### src/hw/rtl/assert_macros.svh
// Assertion macros shared by the stepper valve driver RTL.
`ifndef ASSERT_MACROS_SVH
`define ASSERT_MACROS_SVH

// Check a property on every clock edge outside reset.
`define SVPD_ASSERT(lbl, clk, rst_n, prop, msg) \
    lbl: assert property (@(posedge clk) disable iff (!rst_n) (prop)) \
        else $error(msg);

// Check that a condition is followed by a consequence in the next cycle.
`define SVPD_ASSERT_NEXT(lbl, clk, rst_n, pre, post, msg) \
    lbl: assert property (@(posedge clk) disable iff (!rst_n) (pre) |=> (post)) \
        else $error(msg);

`endif

### src/hw/rtl/svpd_pkg.sv
// Types, codes and constants of the stepper valve position driver.
package svpd_pkg;

    localparam int unsigned PERIOD_W   = 24;
    localparam int unsigned AMOUNT_W   = 16;
    localparam int unsigned COIL_W     = 4;
    localparam int unsigned CFG_DATA_W = 32;
    localparam int unsigned CFG_ADDR_W = 3;

    localparam logic [PERIOD_W-1:0] SLOW_PERIOD_RST = 24'd213336;
    localparam logic [PERIOD_W-1:0] FAST_PERIOD_RST = 24'd106668;

    typedef enum logic [1:0] {
        ACT_TICK = 2'd0,
        ACT_RUN  = 2'd1,
        ACT_SET  = 2'd2,
        ACT_NONE = 2'd3
    } t_action;

    // Register index as decoded from the word address.
    typedef enum logic {
        REG_SLOW_PERIOD = 1'b0,
        REG_FAST_PERIOD = 1'b1
    } t_reg_idx;

    typedef struct packed {
        logic [PERIOD_W-1:0] slow_period;
        logic [PERIOD_W-1:0] fast_period;
    } t_cfg;

    typedef struct packed {
        t_action                    action;
        logic signed [AMOUNT_W-1:0] amount;
        logic                       fast;
    } t_item;

    typedef struct packed {
        logic [COIL_W-1:0]          coils;
        logic                       awake;
        logic signed [AMOUNT_W-1:0] position;
        logic                       stepped;
    } t_result;

    // Full-step phase pattern, coil order A1, A2, B1, B2 from bit 0 up.
    function automatic logic [COIL_W-1:0] phase_coils(input logic [1:0] phase);
        logic [COIL_W-1:0] c;
        case (phase)
            2'd0:    c = 4'b0001;
            2'd1:    c = 4'b0100;
            2'd2:    c = 4'b0010;
            2'd3:    c = 4'b1000;
            default: c = 4'b0000;
        endcase
        return c;
    endfunction

endpackage

### src/hw/rtl/svpd_regs.sv
// Configuration registers of the stepper valve driver on an APB-style port.
module svpd_regs
    import svpd_pkg::*;
(
    input  logic                  i_clk,
    input  logic                  i_rst_n,
    input  logic                  psel,
    input  logic                  penable,
    input  logic                  pwrite,
    input  logic [CFG_ADDR_W-1:0] paddr,
    input  logic [CFG_DATA_W-1:0] pwdata,
    output logic [CFG_DATA_W-1:0] prdata,
    output logic                  pready,
    output t_cfg                  o_cfg
);

    logic [PERIOD_W-1:0] r_slow;
    logic [PERIOD_W-1:0] r_fast;
    logic                w_wr;
    t_reg_idx            w_idx;

    assign w_wr   = psel && penable && pwrite;
    assign w_idx  = t_reg_idx'(paddr[2]);
    assign pready = 1'b1;

    always_ff @(posedge i_clk) begin
        if (!i_rst_n) begin
            r_slow <= SLOW_PERIOD_RST;
            r_fast <= FAST_PERIOD_RST;
        end else if (w_wr) begin
            case (w_idx)
                REG_SLOW_PERIOD: r_slow <= pwdata[PERIOD_W-1:0];
                REG_FAST_PERIOD: r_fast <= pwdata[PERIOD_W-1:0];
                default:         r_slow <= r_slow;
            endcase
        end
    end

    always_comb begin
        case (w_idx)
            REG_SLOW_PERIOD: prdata = CFG_DATA_W'(r_slow);
            REG_FAST_PERIOD: prdata = CFG_DATA_W'(r_fast);
            default:         prdata = '0;
        endcase
    end

    assign o_cfg = '{slow_period: r_slow, fast_period: r_fast};

endmodule

### src/hw/rtl/svpd_core.sv
// Position, target, divider and coil state with the per-item step logic.
`include "assert_macros.svh"

module svpd_core
    import svpd_pkg::*;
#(
    parameter int unsigned POSITION_BITS = 16
) (
    input  logic    i_clk,
    input  logic    i_rst_n,
    input  logic    i_go,
    input  t_item   i_item,
    input  t_cfg    i_cfg,
    output t_result o_res
);

    localparam int unsigned SW = ((POSITION_BITS > AMOUNT_W) ? POSITION_BITS : AMOUNT_W) + 1;
    localparam logic signed [SW-1:0] PMAX = SW'((64'sd1 <<< (POSITION_BITS - 1)) - 64'sd1);
    localparam logic signed [SW-1:0] PMIN = -PMAX - SW'(1);

    logic signed [POSITION_BITS-1:0] r_pos, n_pos;
    logic signed [POSITION_BITS-1:0] r_tgt, n_tgt;
    logic [PERIOD_W-1:0]             r_per, n_per;
    logic [PERIOD_W-1:0]             r_div, n_div;
    logic [COIL_W-1:0]               r_coil, n_coil;
    logic                            r_awake, n_awake;

    logic [PERIOD_W:0]               w_per_eff;
    logic [PERIOD_W:0]               w_div_inc;
    logic                            w_fire;
    logic                            w_stepped;
    logic signed [SW-1:0]            w_pos_ext;
    logic signed [SW-1:0]            w_amt_ext;
    logic signed [SW-1:0]            w_sum;
    logic signed [SW-1:0]            w_sum_clamp;
    logic signed [SW-1:0]            w_set_clamp;
    logic signed [SW-1:0]            w_npos_ext;

    assign w_per_eff = (r_per == '0) ? (PERIOD_W+1)'(1) : {1'b0, r_per};
    assign w_div_inc = {1'b0, r_div} + (PERIOD_W+1)'(1);
    assign w_fire    = (w_div_inc >= w_per_eff);

    assign w_pos_ext = SW'(r_pos);
    assign w_amt_ext = SW'(i_item.amount);
    assign w_sum     = w_pos_ext + w_amt_ext;

    // Saturate both the run target and the set value to the position range.
    assign w_sum_clamp = (w_sum > PMAX) ? PMAX : ((w_sum < PMIN) ? PMIN : w_sum);
    assign w_set_clamp = (w_amt_ext > PMAX) ? PMAX :
                         ((w_amt_ext < PMIN) ? PMIN : w_amt_ext);

    always_comb begin
        n_pos     = r_pos;
        n_tgt     = r_tgt;
        n_per     = r_per;
        n_div     = r_div;
        n_coil    = r_coil;
        n_awake   = r_awake;
        w_stepped = 1'b0;
        case (i_item.action)
            ACT_TICK: begin
                if (w_fire) begin
                    w_stepped = 1'b1;
                    n_div     = '0;
                    n_coil    = phase_coils(r_pos[1:0]);
                    n_awake   = (r_pos != r_tgt);
                    if (r_pos < r_tgt) begin
                        n_pos = r_pos + POSITION_BITS'(1);
                    end else if (r_pos > r_tgt) begin
                        n_pos = r_pos - POSITION_BITS'(1);
                    end else begin
                        n_per = PERIOD_W'(1);
                    end
                end else begin
                    n_div = w_div_inc[PERIOD_W-1:0];
                end
            end
            ACT_RUN: begin
                n_tgt = w_sum_clamp[POSITION_BITS-1:0];
                n_per = i_item.fast ? i_cfg.fast_period : i_cfg.slow_period;
                n_div = '0;
            end
            ACT_SET: begin
                n_pos = w_set_clamp[POSITION_BITS-1:0];
                n_tgt = w_set_clamp[POSITION_BITS-1:0];
            end
            default: begin
                n_pos = r_pos;
            end
        endcase
    end

    always_ff @(posedge i_clk) begin
        if (!i_rst_n) begin
            r_pos   <= '0;
            r_tgt   <= '0;
            r_per   <= PERIOD_W'(1);
            r_div   <= '0;
            r_coil  <= '0;
            r_awake <= 1'b0;
        end else if (i_go) begin
            r_pos   <= n_pos;
            r_tgt   <= n_tgt;
            r_per   <= n_per;
            r_div   <= n_div;
            r_coil  <= n_coil;
            r_awake <= n_awake;
        end
    end

    assign w_npos_ext = SW'(n_pos);

    assign o_res = '{coils:    n_coil,
                     awake:    n_awake,
                     position: w_npos_ext[AMOUNT_W-1:0],
                     stepped:  w_stepped};

    `SVPD_ASSERT(a_div_below_period, i_clk, i_rst_n, ({1'b0, r_div} < w_per_eff),
        "divider count reached the step period")
    `SVPD_ASSERT_NEXT(a_step_moves, i_clk, i_rst_n,
        (i_go && (i_item.action == ACT_TICK) && w_fire && (r_pos != r_tgt)),
        (r_pos != $past(r_pos)), "step event toward target left position unchanged")
    `SVPD_ASSERT_NEXT(a_awake_on_step, i_clk, i_rst_n,
        (i_go && (i_item.action == ACT_TICK) && w_fire),
        (r_awake == ($past(r_pos) != $past(r_tgt))), "awake does not match position vs target")

endmodule

### src/hw/rtl/stepper_valve_position_driver_core.sv
// Top level of the stepper valve position driver: stream ports, item register, result register.
//
// Channel   Dir  Handshake                       Payload (low bit up)
// s_axis    in   s_axis_tvalid / s_axis_tready   tdata: amount[15:0], fast[16], zero [23:17]
//                                                tuser: action[1:0]
// m_axis    out  m_axis_tvalid / m_axis_tready   tdata: coils[3:0], awake[4], position[20:5],
//                                                       stepped[21], zero [23:22]
// apb       in   psel, penable, pwrite, pready   slow_period at 0x0, fast_period at 0x4
//
// One item per cycle while results are taken; each accepted item passes through the item
// register, then the state update and the result register, which presents its result.
// Per item the core does the tick divider compare and one-step position move, or the run target or set value.
// Reset is synchronous, active low: position and target 0, period 1, coils and awake off.
// A stalled result register holds; the item register still takes one more item, then
// tready drops until the result is taken.
`include "assert_macros.svh"

module stepper_valve_position_driver_core
    import svpd_pkg::*;
#(
    parameter int unsigned POSITION_BITS = 16
) (
    input  logic                  i_clk,
    input  logic                  i_rst_n,
    // input items
    input  logic                  s_axis_tvalid,
    output logic                  s_axis_tready,
    input  logic [23:0]           s_axis_tdata,  // amount[15:0], fast[16]
    input  logic [1:0]            s_axis_tuser,  // action[1:0]
    // result items
    output logic                  m_axis_tvalid,
    input  logic                  m_axis_tready,
    output logic [23:0]           m_axis_tdata,  // coils[3:0], awake[4], position[20:5], stepped[21]
    // configuration
    input  logic                  psel,
    input  logic                  penable,
    input  logic                  pwrite,
    input  logic [CFG_ADDR_W-1:0] paddr,
    input  logic [CFG_DATA_W-1:0] pwdata,
    output logic [CFG_DATA_W-1:0] prdata,
    output logic                  pready
);

    logic    r_in_valid;
    t_item   r_in;
    logic    r_out_valid;
    t_result r_out;
    logic    w_out_free;
    logic    w_adv;
    t_result w_res;
    t_cfg    w_cfg;

    svpd_regs u_regs (
        .i_clk   (i_clk),
        .i_rst_n (i_rst_n),
        .psel    (psel),
        .penable (penable),
        .pwrite  (pwrite),
        .paddr   (paddr),
        .pwdata  (pwdata),
        .prdata  (prdata),
        .pready  (pready),
        .o_cfg   (w_cfg)
    );

    // Result register is free when empty or being drained this cycle.
    assign w_out_free    = !r_out_valid || m_axis_tready;
    assign w_adv         = r_in_valid && w_out_free;
    assign s_axis_tready = !r_in_valid || w_out_free;

    // Hold the accepted item until the core can take it.
    always_ff @(posedge i_clk) begin
        if (!i_rst_n) begin
            r_in_valid <= 1'b0;
        end else if (s_axis_tready) begin
            r_in_valid <= s_axis_tvalid;
        end
    end

    always_ff @(posedge i_clk) begin
        if (s_axis_tready && s_axis_tvalid) begin
            r_in <= '{action: t_action'(s_axis_tuser),
                      amount: s_axis_tdata[AMOUNT_W-1:0],
                      fast:   s_axis_tdata[AMOUNT_W]};
        end
    end

    svpd_core #(
        .POSITION_BITS (POSITION_BITS)
    ) u_core (
        .i_clk   (i_clk),
        .i_rst_n (i_rst_n),
        .i_go    (w_adv),
        .i_item  (r_in),
        .i_cfg   (w_cfg),
        .o_res   (w_res)
    );

    // Load the result as the core advances; drop valid once taken.
    always_ff @(posedge i_clk) begin
        if (!i_rst_n) begin
            r_out_valid <= 1'b0;
        end else if (w_adv) begin
            r_out_valid <= 1'b1;
        end else if (m_axis_tready) begin
            r_out_valid <= 1'b0;
        end
    end

    always_ff @(posedge i_clk) begin
        if (w_adv) begin
            r_out <= w_res;
        end
    end

    assign m_axis_tvalid = r_out_valid;
    assign m_axis_tdata  = {2'b00, r_out.stepped, r_out.position, r_out.awake, r_out.coils};

    `SVPD_ASSERT_NEXT(a_in_held, i_clk, i_rst_n, (r_in_valid && !w_adv), r_in_valid,
        "pending item lost from the item register")
    `SVPD_ASSERT_NEXT(a_out_loaded, i_clk, i_rst_n, w_adv, r_out_valid,
        "core advanced without a result in the result register")

endmodule

### config.mk
export PLATFORM = sky130hd
export DESIGN_NAME = stepper_valve_position_driver_core
export DESIGN_NICKNAME = d
export VERILOG_FILES = /design/src/hw/rtl/svpd_pkg.sv /design/src/hw/rtl/svpd_regs.sv /design/src/hw/rtl/svpd_core.sv /design/src/hw/rtl/stepper_valve_position_driver_core.sv
export VERILOG_INCLUDE_DIRS = /design/src /design/src/hw/rtl
export SDC_FILE = /design/constraint.sdc
export NUM_CORES = 1
export LEC_CHECK = 0
export BUFFER_PORTS_ARGS = -buffer_cell sky130_fd_sc_hd__clkbuf_2
export CAP_MARGIN = 20
export CORE_MARGIN = 10
export CORE_UTILIZATION = 45
export DETAILED_ROUTE_END_ITERATION = 8
export GPL_TIMING_DRIVEN = 0
export MAX_ROUTING_LAYER = met4
export SYNTH_ARGS = -nofsm -noshare
export SYNTH_HDL_FRONTEND = slang
export SYNTH_HIERARCHICAL = 1
export SYNTH_SLANG_ARGS = --single-unit
### constraint.sdc
create_clock -name i_clk -period 5.2 [get_ports i_clk]
set_clock_uncertainty 0.15 [all_clocks]
set_input_delay 0.26 -clock i_clk [delete_from_list [all_inputs] [get_ports i_clk]]
set_output_delay 0.26 -clock i_clk [all_outputs]
set_load 0.02 [all_outputs]
-- Word level (Yosys, flattened, before mapping)
Index checks and enable logic that the tools add are counted.
- input port bits: 68
- flip-flop bits (word level): 176
- logic and storage cells: 83
- output and inout bits: 59
- add/subtract/negate cells: 4
- eq/ne operators: 9
- bitwise operators: 1
- mux-type cells: 26
- reduce and logical (&&, ||, !) cells: 19
- order comparisons: 7
- operators by type and width (cell ; number):
    24-bit 2-to-1 mux ; 6
    16-bit 2-to-1 mux ; 7
    24-bit one-hot mux with 2 select lines ; 2
    16-bit one-hot mux with 2 select lines ; 2
    32-bit one-hot mux with 2 select lines ; 1
    24-bit by 1-bit adder with 25-bit output (second input constant) ; 1
    25-bit >= comparator ; 1
    24-bit logical NOT ; 1
    16-bit by 16-bit adder with 17-bit output ; 1
    17-bit by 16-bit greater-than comparator with 1-bit output (second input constant) ; 1
    17-bit by 16-bit less-than comparator with 1-bit output (second input constant) ; 1
    16-bit by 2-bit adder with 16-bit output (second input constant) ; 1
    16-bit greater-than comparator ; 1
    16-bit greater-than comparator (second input constant) ; 1
    16-bit less-than comparator ; 1
    16-bit less-than comparator (second input constant) ; 1
    16-bit inequality test ; 1
    4-bit one-hot mux with 4 select lines ; 1
    16-bit by 2-bit subtractor with 16-bit output (second input constant) ; 1
    4-bit 2-to-1 mux ; 2
    2-bit AND reduction ; 4
    2-bit == test (second input constant) ; 3
    2-bit nonzero test ; 3
    1-bit 2-to-1 mux ; 5
    9 further kinds ; 17

-- Longest topological paths before layout
- word-level depth: 5
- gate-level depth with buffers: 21
- gate-level depth less buffers: 19

-- Modules after synthesis
Netlist, hierarchy kept.
- modules (own cells, without submodules) (module ; instances ; cells each ; area an instance (um2)):
    svpd_core ; 1 ; 892 ; 6914.1
    svpd_regs ; 1 ; 234 ; 2306.0
    stepper_valve_position_driver_core ; 1 ; 53 ; 1353.8

-- Least setup slack after synthesis
OpenSTA, ideal clock, no wires.
- path type: register to register
- start: register u_core.r_div[2]
- end: register r_out (netlist bit m_axis_tdata[4]), data pin
- arrival: 3.658 ns
- slack: 1.141 ns
- setup time: 0.251 ns
- buffers on the path: 3
- stages on the path, launching flop included: 21
- cells stage by stage: dfxtp_1 buf_2 and3_1 nand3_1 nor2_1 and2_1 nand3_1 nor2_1 nand3_1 xnor2_1 ha_1 nand4_1 o31a_1 o41a_1 o211ai_1 a21o_1 nand2_1 inv_2 buf_2 mux2_2 buf_4
- word-level cells in the longest chain between the ends: 4
- RTL lines (element ; line ; source):
    start, declared ; svpd_core.sv:24 ; logic [PERIOD_W-1:0] r_div, n_div;
    start signal, assigned ; svpd_core.sv:105 ; r_div <= n_div;
    24-bit by 1-bit adder with 25-bit output ; svpd_core.sv:40 ; assign w_div_inc = {1'b0, r_div} + (PERIOD_W+1)'(1);
    25-bit >= comparator ; svpd_core.sv:41 ; assign w_fire = (w_div_inc >= w_per_eff);
    1-bit 2-to-1 mux ; svpd_core.sv:62 ; if (w_fire) begin
    1-bit 2-to-1 mux ; svpd_core.sv:60 ; case (i_item.action)
    via u_core.n_awake ; svpd_core.sv:26 ; logic r_awake, n_awake;
    end signal, assigned ; stepper_valve_position_driver_core.sv:112 ; r_out <= w_res;
    end, declared ; stepper_valve_position_driver_core.sv:47 ; t_result r_out;
The timed path passes the listed nets, and every way through them passes these cells.
A chain may end at the register's enable or synchronous reset.

==> metrics.txt <==
Initial Utilization=around 45%; Slew headroom=a little over two fifths; post-DR vias/cell=roughly 5.6; final hold slack=~0.010 ns; EDFF count, synth=around 40; root buffer cell=clkbuf_16; clock-pin slew on the worst setup and hold paths=0.07 ns; slowest CP cell=dfxtp_1; Post-Syn Area=10,600 µm²; worst endpoint required time=around 5.2 ns; postcts setup bufs=0; CP arrival=around 4.8 ns; GRT busiest layer=met1; wire per inst=about 18 µm; Synth area leaders=dfxtp_1 (26%), edfxtp_1 (12%), mux2i_1 (7.7%), ha_1 (7.6%), nand2_1 (4.1%); htree depth=4; die outline width=between 150 and 200 µm; mean post-synth cell area=approximately 9.0 µm²; Synth Register Bits=~180; met2 Use GR=between 20% and 30%; Vias=9,383; worst skew pair latency=0.45 ns; grt total ovfl=0; Max-Cap Viols=0; share of cells above drive strength 1=between 10% and 20%; core area=approximately 23,000 µm²; die height=roughly 170 µm; Final nets=1,481; TritonCTS clock tree=yes; DIE AREA=30,000 µm²; Synth cell types=between 70 and 80; share of the synthesized area in the top cell type=about a quarter; gr usage total=about a fifth; Total Wirelength=~31,000 µm; initial antenna violation count=1; Synth area leader=dfxtp_1; slowest cell delay on critical path=0.50 ns; CP Capture Type=register; CP Buf/Inv Count=3; Post-Synth Adder-Cell Area=7.76%; Worst-Margin Slew=between 0.8 and 0.9 ns; number of buffers created by CTS=17; Cells after Synth=roughly 1,200; Final Max Slew Viols=0; vias in the first global route=between 8,000 and 9,000; Compound-Gate Fraction of Synth Area=16.2%; worst vdd ir=between 200 and 250 µV; detailed-route DRC error count=0; Design Area, Final=around 13,000 µm²; # rows=56; crit-path max FO=10; most frequent cells after synthesis=dfxtp_1 (135), nand2_1 (116), mux2i_1 (81); Cell Pwr Density=294 nW/µm²; Iteration-0 DRC Markers=a little under 800; largest net degree at the start of global routing=28; Post-Synth XOR/XNOR Area=between 2 and 3%; fin crit share=between 90% and 100%; final worst slack=roughly 0.39 ns; port bufs=slightly below 100; mux cell area share after synthesis=between 10% and 20%; routability congestion estimate=~0.93; fin util=54.1%; first-pass GRT wire length=between 40,000 and 50,000 µm; post-synthesis simple-gate area fraction=around 18%; TritonCTS Sinks=about 180; placement-stage cell area=approximately 12,000 µm²; top achievable clock speed=about 0.21 GHz; hpwl dp=~23,000 µm; TNS Setup=0 ns; critical path class=register to register; Post-synth ARST share=0%; pre-CTS WS=0.222 ns; P&R area growth vs syn=18.9%; most frequent cell after synthesis=dfxtp_1; worst hold path type=input pin to register; Final setup viols=0; Leak Pwr=about 5.0 nW; minimum clock period=4.81 ns; post-synthesis sequential area ratio=a little under two fifths; Ports=about 130; largest family of logic cells by synthesized area=simple AND/OR/NAND/NOR gates; outcome=finished clean; CP Launch Type=register; Cell Chain, Critical Path=ha_1 > and3_1 > and3_1 > clkbuf_1 > nand3_1 > nor3_1 > xor2_1 > ha_1 > nand4_1 > o31a_1 > o41a_1 > o211ai_1 > a21o_1 > nand2_1 > inv_2 > buf_2 > o21ai_0 > nand3_1 > o211ai_1; clock buffer depth=2; post-route ant nets=0; Primary FF master, synth=dfxtp_1; Hold Vio Cnt, Final=0; met1 usage=30.5%; Yosys warnings=6; met3 usage in global routing=3.16%; Top Family by Delay on Critical Path=simple AND/OR/NAND/NOR gates; RSZ-0062 raised after global routing=false; DRT Pass-1 Iters=7
[metal layers]
metal,routed length (µm),part of all wire [%]
met1,15500,50
met2,12900,42
met3,2060,6.7
met4,411,1.3
met5,0,0
[tightest hold or removal path: cells and delay by family]
kind | cells | cell delay [ns]
compound gates | 1 | 0.05
buf+inv | 1 | 0.11
simple gates | 1 | 0.13
[cell families (layout without fill, tap and decap cells)]
kind of cell | count (synthesis) | after routing
and+or+nand+nor | 380 | 380
AOI/OAI and AO/OA | 257 | 257
DFF | 176 | 176
buffers and inverters | 151 | 325
muxes | 112 | 112
adders and majority gates | 65 | 65
xor gates and xnor gates | 35 | 35
other | 3 | 12
[power by group]
group / internal, mW / switching [mW]
clock network: 0.654 / 0.659
logic: 0.339 / 0.523
registers: 1.46 / 0.0602
[cells in the final DEF, fill, tap and decap left out, drive strengths merged, types with 17 or more instances in the layout]
cell	count
o31ai	28
o211ai	17
dfxtp	135
xnor2	26
dlygate4sd3	44
o21ai	49
nor2b	33
edfxtp	41
a21oi	57
buf	34
ha	64
clkbuf	167
mux2	31
mux2i	81
nand3	70
nand2	116
nand4	18
inv	75
nor2	58
[what timing repair did]
action	4_1_cts	5_1_grt
endpoints found under the setup margin	0	27
hold endpoints to repair	68	0
resized for setup	0	12
hold buffers	44	0
[state kept, by name (all words and copies together), names as in the netlist]
register / flops
u_regs/r_slow: 24
u_core/r_awake: 1
m_axis_tdata: 22
u_core/r_pos: 16
u_core/r_div: 24
r_in_valid: 1
m_axis_tvalid: 1
u_core/r_per: 24
u_regs/r_fast: 24
r_in: 19
u_core/r_tgt: 16
u_core/r_coil: 4
[final timing paths]
check	from	endpoint	slack [ns]	cells after the start
worst min register to register	u_regs/r_fast[6]$_SDFFE_PN0P_	u_regs/r_fast[6]$_SDFFE_PN0P_	0.32	2
worst max register to register	u_core/r_div[0]$_SDFFE_PN0P_	m_axis_tdata[5]$_DFFE_PP_	0.39	19
worst min-delay path	m_axis_tready	r_in_valid$_SDFFE_PN0P_	0.01	3
worst max-delay path	u_core/r_div[0]$_SDFFE_PN0P_	m_axis_tdata[5]$_DFFE_PP_	0.39	19
[through the flow]
step                cells  power [mW]
floorplan            1187        2.13
global placement     1603        2.36
detailed placement   1604        2.37
CTS                  1680        3.71
global route         1681        3.87
finish               1681        3.70
[area by class of cell]
class	count	area (µm²)
clock buffer	17	425
buffer	86	447
multi-input combinational	860	6000
timing repair buffer	142	941
fill	2213	10700
clock inverter	15	179
antenna	1	2.50
sequential	176	3930
inverter	65	244
tap	319	399
No activity file was read; power rests on OpenSTA's default activity.
